[src/sv/b85e_pkg.sv]
`default_nettype none
package b85e_pkg;

	localparam int unsigned DigitBase = 85;
	localparam int unsigned CharOffset = 33;
	localparam int unsigned GroupChars = 5;
	localparam int unsigned FracBits = 58;
	localparam int unsigned AccBits = FracBits + 7;
	localparam longint unsigned Digit4 = 64'd52200625;
	localparam longint unsigned RecipFull = ((64'd1 << FracBits) + Digit4 - 64'd1) / Digit4;
	localparam logic [32:0] Recip = RecipFull[32:0];
	localparam int unsigned QueueDepth = 2;

	typedef struct packed {
		logic [7:0] data_byte;
		logic       final_byte;
	} in_t;

	typedef struct packed {
		logic [6:0] out_char;
		logic       is_last;
	} out_t;

	typedef struct packed {
		logic [31:0] word;
		logic [2:0]  count;
		logic        last;
	} job_t;

	typedef struct packed {
		logic push;
		logic full;
	} q_ctrl_t;

endpackage
`default_nettype wire

[src/sv/b85e_front.sv]
`default_nettype none
module b85e_front (
	input  wire logic          clk,
	input  wire logic          arst_n,
	input  wire logic          in_valid,
	output logic               in_ready,
	input  wire b85e_pkg::in_t in_data,
	input  wire logic          q_full,
	output b85e_pkg::q_ctrl_t  q_ctrl,
	output b85e_pkg::job_t     q_job
);

	logic [31:0] word_q;
	logic [1:0]  fill_q;
	logic [31:0] word_next;
	logic        accept;
	logic        close;

	assign in_ready = !q_full;
	assign accept = in_valid && in_ready;
	assign close = (fill_q == 2'd3) || in_data.final_byte;

	always_comb begin
		case (fill_q)
			2'd0: word_next = {in_data.data_byte, word_q[23:0]};
			2'd1: word_next = {word_q[31:24], in_data.data_byte, word_q[15:0]};
			2'd2: word_next = {word_q[31:16], in_data.data_byte, word_q[7:0]};
			2'd3: word_next = {word_q[31:8], in_data.data_byte};
			default: word_next = word_q;
		endcase
	end

	always_comb begin
		q_job.word = word_next;
		q_job.count = (fill_q == 2'd3) ? 3'(b85e_pkg::GroupChars) : {1'b0, fill_q} + 3'd2;
		q_job.last = in_data.final_byte;
		q_ctrl.push = accept && close;
		q_ctrl.full = q_full;
	end

	always_ff @(posedge clk or negedge arst_n) begin
		if (!arst_n) begin
			word_q <= '0;
			fill_q <= '0;
		end else if (accept) begin
			if (close) begin
				word_q <= '0;
				fill_q <= '0;
			end else begin
				word_q <= word_next;
				fill_q <= fill_q + 2'd1;
			end
		end
	end

endmodule
`default_nettype wire

[src/sv/b85e_fifo.sv]
`default_nettype none
module b85e_fifo (
	input  wire logic               clk,
	input  wire logic               arst_n,
	input  wire b85e_pkg::q_ctrl_t  ctrl,
	input  wire b85e_pkg::job_t     push_data,
	output logic                    full,
	input  wire logic               pop,
	output logic                    valid,
	output b85e_pkg::job_t          pop_data
);

	b85e_pkg::job_t mem_q [b85e_pkg::QueueDepth];
	logic       wr_ptr_q;
	logic       rd_ptr_q;
	logic [1:0] count_q;
	logic       do_push;
	logic       do_pop;

	assign full = (count_q == 2'(b85e_pkg::QueueDepth));
	assign valid = (count_q != 2'd0);
	assign pop_data = mem_q[rd_ptr_q];
	assign do_push = ctrl.push && !full;
	assign do_pop = pop && valid;

	always_ff @(posedge clk) begin
		if (do_push) begin
			mem_q[wr_ptr_q] <= push_data;
		end
	end

	always_ff @(posedge clk or negedge arst_n) begin
		if (!arst_n) begin
			wr_ptr_q <= 1'b0;
			rd_ptr_q <= 1'b0;
			count_q <= '0;
		end else begin
			if (do_push) begin
				wr_ptr_q <= !wr_ptr_q;
			end
			if (do_pop) begin
				rd_ptr_q <= !rd_ptr_q;
			end
			count_q <= count_q + {1'b0, do_push} - {1'b0, do_pop};
		end
	end

`ifndef SYNTHESIS
	a_count_bound: assert property (@(posedge clk) disable iff (!arst_n)
		count_q <= 2'(b85e_pkg::QueueDepth))
		else $error("queue count exceeds depth");
	a_no_overflow: assert property (@(posedge clk) disable iff (!arst_n)
		ctrl.full |-> !ctrl.push || full)
		else $error("queue full flag mismatch");
`endif

endmodule
`default_nettype wire

[src/sv/b85e_back.sv]
`default_nettype none
module b85e_back (
	input  wire logic           clk,
	input  wire logic           arst_n,
	input  wire logic           q_valid,
	input  wire b85e_pkg::job_t q_job,
	output logic                q_pop,
	output logic                out_valid,
	input  wire logic           out_ready,
	output b85e_pkg::out_t      out_data
);

	localparam int unsigned Fb = b85e_pkg::FracBits;
	localparam int unsigned Ab = b85e_pkg::AccBits;

	logic          s1_valid_q;
	logic [Ab-1:0] prod_s1;
	logic [2:0]    count_s1;
	logic          last_s1;

	logic [Ab-1:0] acc_q;
	logic [2:0]    left_q;
	logic          last_q;

	logic           out_valid_q;
	b85e_pkg::out_t out_q;

	logic          out_free;
	logic          step;
	logic          load;
	logic [Ab-1:0] frac;
	logic [Ab-1:0] acc_next;

	assign out_free = !out_valid_q || out_ready;
	assign step = (left_q != 3'd0) && out_free;
	assign load = s1_valid_q && ((left_q == 3'd0) || (step && (left_q == 3'd1)));
	assign q_pop = q_valid && (!s1_valid_q || load);

	assign frac = {7'd0, acc_q[Fb-1:0]};
	assign acc_next = (frac << 6) + (frac << 4) + (frac << 2) + frac;

	assign out_valid = out_valid_q;
	assign out_data = out_q;

	always_ff @(posedge clk) begin
		if (q_pop) begin
			prod_s1 <= Ab'({33'd0, q_job.word} * {32'd0, b85e_pkg::Recip});
			count_s1 <= q_job.count;
			last_s1 <= q_job.last;
		end
		if (step) begin
			out_q.out_char <= acc_q[Ab-1:Fb] + 7'(b85e_pkg::CharOffset);
			out_q.is_last <= last_q && (left_q == 3'd1);
		end
		if (load) begin
			acc_q <= prod_s1;
			last_q <= last_s1;
		end else if (step) begin
			acc_q <= acc_next;
		end
	end

	always_ff @(posedge clk or negedge arst_n) begin
		if (!arst_n) begin
			s1_valid_q <= 1'b0;
			left_q <= '0;
			out_valid_q <= 1'b0;
		end else begin
			if (q_pop) begin
				s1_valid_q <= 1'b1;
			end else if (load) begin
				s1_valid_q <= 1'b0;
			end
			if (load) begin
				left_q <= count_s1;
			end else if (step) begin
				left_q <= left_q - 3'd1;
			end
			if (step) begin
				out_valid_q <= 1'b1;
			end else if (out_ready) begin
				out_valid_q <= 1'b0;
			end
		end
	end

`ifndef SYNTHESIS
	a_left_bound: assert property (@(posedge clk) disable iff (!arst_n)
		left_q <= 3'(b85e_pkg::GroupChars))
		else $error("character count out of range");
	a_char_range: assert property (@(posedge clk) disable iff (!arst_n)
		out_valid_q |-> (out_q.out_char >= 7'd33) && (out_q.out_char <= 7'd117))
		else $error("character outside the base-85 alphabet");
	a_last_mark: assert property (@(posedge clk) disable iff (!arst_n)
		step && last_q && (left_q == 3'd1) |=> out_valid_q && out_q.is_last)
		else $error("last character not marked");
`endif

endmodule
`default_nettype wire

[src/sv/base85_stream_encoder_unit.sv]
`default_nettype none
// Each byte is taken while the group queue has room. A byte that closes a group
// passes the group queue, the product register, the accumulator and the output
// register before its first character leaves. Characters leave at one per cycle
// while out_ready allows, so a full group of 4 bytes gives 5 characters.
// Reset clears all control state at once; no clearing pass is needed.
module base85_stream_encoder_unit (
	input  wire logic           clk,
	input  wire logic           arst_n,
	input  wire logic           in_valid,
	output logic                in_ready,
	input  wire b85e_pkg::in_t  in_data,
	output logic                out_valid,
	input  wire logic           out_ready,
	output b85e_pkg::out_t      out_data
);

	b85e_pkg::q_ctrl_t q_ctrl;
	b85e_pkg::job_t    push_job;
	b85e_pkg::job_t    pop_job;
	logic              q_full;
	logic              q_valid;
	logic              q_pop;

	b85e_front u_front (
		.clk      (clk),
		.arst_n   (arst_n),
		.in_valid (in_valid),
		.in_ready (in_ready),
		.in_data  (in_data),
		.q_full   (q_full),
		.q_ctrl   (q_ctrl),
		.q_job    (push_job)
	);

	b85e_fifo u_fifo (
		.clk       (clk),
		.arst_n    (arst_n),
		.ctrl      (q_ctrl),
		.push_data (push_job),
		.full      (q_full),
		.pop       (q_pop),
		.valid     (q_valid),
		.pop_data  (pop_job)
	);

	b85e_back u_back (
		.clk       (clk),
		.arst_n    (arst_n),
		.q_valid   (q_valid),
		.q_job     (pop_job),
		.q_pop     (q_pop),
		.out_valid (out_valid),
		.out_ready (out_ready),
		.out_data  (out_data)
	);

endmodule
`default_nettype wire
[config.mk]
export PLATFORM = sky130hd
export DESIGN_NAME = base85_stream_encoder_unit
export DESIGN_NICKNAME = d
export VERILOG_FILES = /design/src/sv/b85e_pkg.sv /design/src/sv/b85e_front.sv /design/src/sv/b85e_fifo.sv /design/src/sv/b85e_back.sv /design/src/sv/base85_stream_encoder_unit.sv
export SDC_FILE = /design/constraint.sdc
export NUM_CORES = 2
export LEC_CHECK = 0
export ABC_AREA = 1
export BUFFER_PORTS_ARGS = -buffer_cell sky130_fd_sc_hd__buf_2
export CORE_MARGIN = 3
export CORE_UTILIZATION = 50
export CTS_BUF_LIST = sky130_fd_sc_hd__clkbuf_2 sky130_fd_sc_hd__clkbuf_4 sky130_fd_sc_hd__clkbuf_8
export CTS_CLUSTER_DIAMETER = 150
export CTS_CLUSTER_SIZE = 8
export DETAILED_ROUTE_END_ITERATION = 16
export GPL_ROUTABILITY_DRIVEN = 0
export MAX_ROUTING_LAYER = met4
export PLACE_DENSITY = 0.67
export SETUP_SLACK_MARGIN = 0.5
export SLEW_MARGIN = 20
export SYNTH_ARGS = -nofsm -noshare
export SYNTH_HDL_FRONTEND = slang
export SYNTH_HIERARCHICAL = 1
export SYNTH_SLANG_ARGS = --single-unit
[constraint.sdc]
create_clock -name clk -period 6.1 [get_ports clk]
set_input_delay 0.61 -clock clk [delete_from_list [all_inputs] [get_ports clk]]
set_output_delay 0.61 -clock clk [all_outputs]
set_load 0.005 [all_outputs]
# Word level (Yosys, flattened, before mapping)

Memories as Yosys holds them, arrays and structs flattened.
Index checks and enable logic that the tools add are counted.

Input port bits: 13
Bits in registers: 186
Output and inout port bits: 10
Bits in writable memories: 72
Logic and storage cells: 70
Memories: 1

Memories:

| memory       | depth | width | read ports | clocked after Yosys merged registers in | write ports | RTL line        | source |
|---|---|---|---|---|---|---|---|
| u_fifo.mem_q | 2     | 36    | 1          | 0                                       | 1           | b85e_fifo.sv:13 | `b85e_pkg::job_t mem_q [b85e_pkg::QueueDepth];` |

Muxes and demuxes: 14
Multipliers: 1
Reductions and logical operators: 25
Equal/unequal tests: 5
Add/sub/neg operators: 9

Operator list:

| operator                 | count |
|---|---|
| $mux W65                 | 2 |
| $pmux W32 S4             | 1 |
| $add A64 B62 Y65         | 1 |
| $add A65 B58 Y65         | 1 |
| $add A65 B60 Y65         | 1 |
| $mul A32 B33 Y65 const B | 1 |
| $mux W32                 | 1 |
| $logic_and A1 B1 Y1      | 9 |
| $mux W3                  | 3 |
| $reduce_bool A2 Y1       | 4 |
| $add A7 B6 Y7 const B    | 1 |
| $eq A2 B2 Y1 const B     | 3 |
| $mux W1                  | 6 |
| $logic_not A1 Y1         | 5 |
| $logic_or A1 B1 Y1       | 4 |
| $add A2 B2 Y3 const B    | 1 |
| $eq A3 B1 Y1 const B     | 1 |
| $logic_not A3 Y1         | 1 |
| $reduce_bool A3 Y1       | 1 |
| $sub A3 B1 Y3 const B    | 1 |
| $add A2 B1 Y2            | 1 |
| $add A2 B1 Y2 const B    | 1 |
| $eq A2 B1 Y1 const B     | 1 |
| $logic_not A2 Y1         | 1 |
| other kinds (2)          | 2 |

# Longest topological paths before layout

Word-level depth: 10
Mapped depth: 33
Mapped depth without buffers: 32

# By module

Netlist, hierarchy kept.

Modules (own cells, without submodules):

| module     | sequential area each (um2) | instances | cells each | area each (um2) |
|---|---|---|---|---|
| b85e_back  | 4,419.2                    | 1         | 3,807      | 31,337.6 |
| b85e_fifo  | 2,262.2                    | 1         | 220        | 2,865.2 |
| b85e_front | 850.8                      | 1         | 286        | 1,895.6 |

# Worst setup path before layout

No wires, ideal clock.

Path type: register to register
Start point: register u_fifo.rd_ptr_q
End point: register u_back.prod_s1[53] (data pin)
Arrival: 6.366 ns
Path slack: -0.519 ns
Cell stages (with the launch flop): 32
Period minus slack after synthesis: 6.619 ns
Path buffers: 2
Required time: 5.848 ns
Cell sequence: dfrtp_1 > buf_6 > buf_6 > nand2_1 > nand2_1 > fa_1 > nand2_1 > inv_1 > nor2_1 > ha_1 > or2_2 > fa_1 > inv_1 > fa_1 > inv_1 > fa_1 > fa_1 > fa_1 > inv_1 > fa_1 > inv_1 > ha_1 > a21oi_1 > o21ai_0 > inv_1 > nand2_1 > a21oi_1 > nor2_1 > nor2_1 > nand2_1 > nand2_1 > nand2_1

RTL lines:

| what                   | RTL line        | source |
|---|---|---|
| start, declared        | b85e_fifo.sv:15 | `logic rd_ptr_q;` |
| start signal, assigned | b85e_fifo.sv:42 | `rd_ptr_q <= !rd_ptr_q;` |
| end signal, assigned   | b85e_back.sv:47 | `prod_s1 <= Ab'({33'd0, q_job.word} * {32'd0, b85e_pkg::Recip});` |
| end, declared          | b85e_back.sv:17 | `logic [Ab-1:0] prod_s1;` |

==> flow_metrics.env <==
export IMPL_status="finished with violations"
export IMPL_violations="negative setup slack"
export IMPL_grt_pass1_vias=29300
export IMPL_slew_viol_final=0
export IMPL_worst_pin_slew_ns=1.08
export IMPL_drtIter0Drc=1781
export IMPL_wl_per_cell_um=17.7
export IMPL_critPathRequiredTime_ns=6.52
export IMPL_period_needed_ns=6.67
export IMPL_crit_family="adder cells"
export IMPL_ant_nets=0
export IMPL_synth_area_sq_mm=0.0361
export IMPL_synth_fp_nets=5292
export IMPL_rsz0062_at_grt="yes"
export IMPL_crit_type="reg2reg"
export IMPL_dpl_hpwl_um=86000
export IMPL_gr_total_overflow=0
export IMPL_cts_tree="done"
export IMPL_dpl_instance_area_sq_mm=0.0404
export IMPL_final_area_sq_mm=0.0425
export IMPL_clock_tree_root_cell="clkbuf_8"
export IMPL_fin_cells=5654
export IMPL_critPathCaptureType="flip-flop"
export IMPL_worst_ep_arrival_time_ns=7.08
export IMPL_hold_class="in2reg"
export IMPL_synth_warnings=6
export IMPL_slowest_stage="fa_1"
export IMPL_hold_viol=0
export IMPL_startpoint_type="flip-flop"
export IMPL_die_x_um=275
export IMPL_io_buffers=22
export IMPL_core_area_sq_mm=0.0708
export IMPL_finalCritPeriodShare=1.09
export IMPL_path_buf_inv=11
export IMPL_timing_hold_ws_ns=0.230
export IMPL_die_y_um=275
export IMPL_cts_inserted_buffers=38
export IMPL_drive_above_1_share=0.185
export IMPL_drt_total_wl_um=100000
export IMPL_clock_path_buffers=3
export IMPL_cap_violations=0
export IMPL_clk_pin_slew_ns=0.07
export IMPL_dp_cells=5572
export IMPL_area_delta_synth_final_pct=17.7
export IMPL_first_pass_iters=5
export IMPL_numClockSinks=258
export IMPL_die_area_sq_mm=0.0754
export IMPL_vias=28600
export IMPL_pin_count=23
export IMPL_htree_levels=2
export IMPL_syn_inst=4312
export IMPL_fmax_ghz=0.150
export IMPL_setup_viol=50
export IMPL_worstSkewPairLatency_ns=0.63
export IMPL_start_util=0.510
export IMPL_clock_skew_ns=0.0739
export IMPL_max_slew_margin=0.276
export IMPL_fin_ws_ns=-0.566
export IMPL_finalNetCount=5673
export IMPL_grt_max_degree=76
export IMPL_avgSynthCellArea_sq_um=8.37
export IMPL_r2r_slack_ns=-0.57
export IMPL_grt_use_total=0.279
export IMPL_crit_fanout=6
export IMPL_grt_first_pass_wirelength_um=157000
export IMPL_drt_vias_per_instance=5.05
export IMPL_route_detailed_drc=0
export IMPL_slowest_delay_ns=0.53
export IMPL_fp_row_count=97
export IMPL_antenna_found_initial=2
sequential cells by signal, indices dropped and copies added (netlist names):
| name | flops |
|---|---|
| u_back/last_s1 | 1 |
| u_back/acc_q | 65 |
| u_back/prod_s1 | 65 |
| u_back/last_q | 1 |
| u_fifo/mem_q | 72 |
| u_back/out_data | 8 |
| u_front/word_q | 32 |
| u_fifo/count_q | 2 |
| u_back/s1_valid_q | 1 |
| u_back/count_s1 | 3 |
| u_back/out_valid | 1 |
| u_back/left_q | 3 |
| u_fifo/rd_ptr_q | 1 |
| u_fifo/wr_ptr_q | 1 |
| u_front/fill_q | 2 |
worst register-to-register path, delay by kind of cell, from the launching register on:
kind / cells / cell delay, ns
adders and majority gates: 9 / 3.83
xor gates and xnor gates: 1 / 0.19
and+or+nand+nor: 8 / 0.99
DFF: 1 / 0.45
buffers and inverters: 11 / 1.01
area by class of cell:
cell class	instances	area, sq um
antenna	2	5.00
clock buffer	54	643
clock inverter	5	53.8
fill	6173	28300
inverter	966	3630
multi-input combinational	3058	26600
sequential	258	7530
tap	940	1180
timing repair buffer	371	2890
per-stage QoR:
step / worst slack (ns) / util / setup TNS, ns
global placement: -0.476 / 0.571 / -15.40
CTS: -0.521 / 0.586 / -19.13
detailed placement: -0.538 / 0.571 / -17.97
floorplan: -0.156 / - / -2.38
global route: -0.791 / 0.601 / -32.14
finish: -0.566 / 0.601 / -20.42
final timing paths:
kind	from	depth (start not counted)	endpoint
hold / removal	out_ready	4	u_back/out_valid
setup / recovery	u_fifo/rd_ptr_q	29	u_back/prod_s1[44]
min in group asynchronous	arst_n	2	u_front/word_q[26]
max in group asynchronous	arst_n	3	u_fifo/wr_ptr_q
setup reg to reg	u_fifo/rd_ptr_q	29	u_back/prod_s1[44]
hold reg to reg	u_back/prod_s1[13]	2	u_back/acc_q[13]
routing by layer:
layer	routed length (um)	vias to the layer above	part of all wire	global-route usage
li1	-	14100	-	-
met1	43100	13400	0.43	0.355
met2	46400	849	0.46	0.450
met3	5450	254	0.054	0.0376
met4	5290	0	0.053	0.116
met5	0	-	0	-
timing repair:
action / 4_1_cts / 5_1_grt
pin swaps: 13 / 63
setup buffers: 0 / 16
resized for setup: 72 / 197
endpoints found under the hold margin: 0 / 15
hold buffers: 0 / 1
gates cloned: 0 / 3
endpoints found under the setup margin: 54 / 55
layout by cell type (no fill, tap or decap), types with 9 or more instances in the layout:
| cell type | n |
|---|---|
| buf_4 | 330 |
| buf_2 | 22 |
| nand3b_1 | 10 |
| xnor2_1 | 16 |
| nand3_1 | 133 |
| ha_1 | 475 |
| nand3_2 | 9 |
| xor2_1 | 29 |
| or2_2 | 20 |
| clkbuf_4 | 16 |
| o21a_1 | 10 |
| o21ai_0 | 45 |
| fa_2 | 30 |
| nand4_1 | 23 |
| nand2_2 | 87 |
| inv_2 | 35 |
| clkbuf_8 | 38 |
| a21oi_2 | 33 |
| o21ai_1 | 20 |
| nand2_4 | 35 |
| a21oi_1 | 92 |
| nor2_4 | 31 |
| nand2_1 | 1129 |
| o21ai_2 | 13 |
| inv_1 | 929 |
| buf_6 | 10 |
| nor2_2 | 50 |
| dfrtp_1 | 42 |
| nor3_2 | 9 |
| edfxtp_1 | 215 |
| a21oi_4 | 15 |
| nor3_1 | 9 |
| fa_1 | 422 |
| nor2_1 | 200 |
| o21bai_1 | 16 |
| ha_4 | 35 |
Power is left out: the tool's default activity adds up to more than one toggle a clock period on the data nets, which glitch-free logic cannot reach.
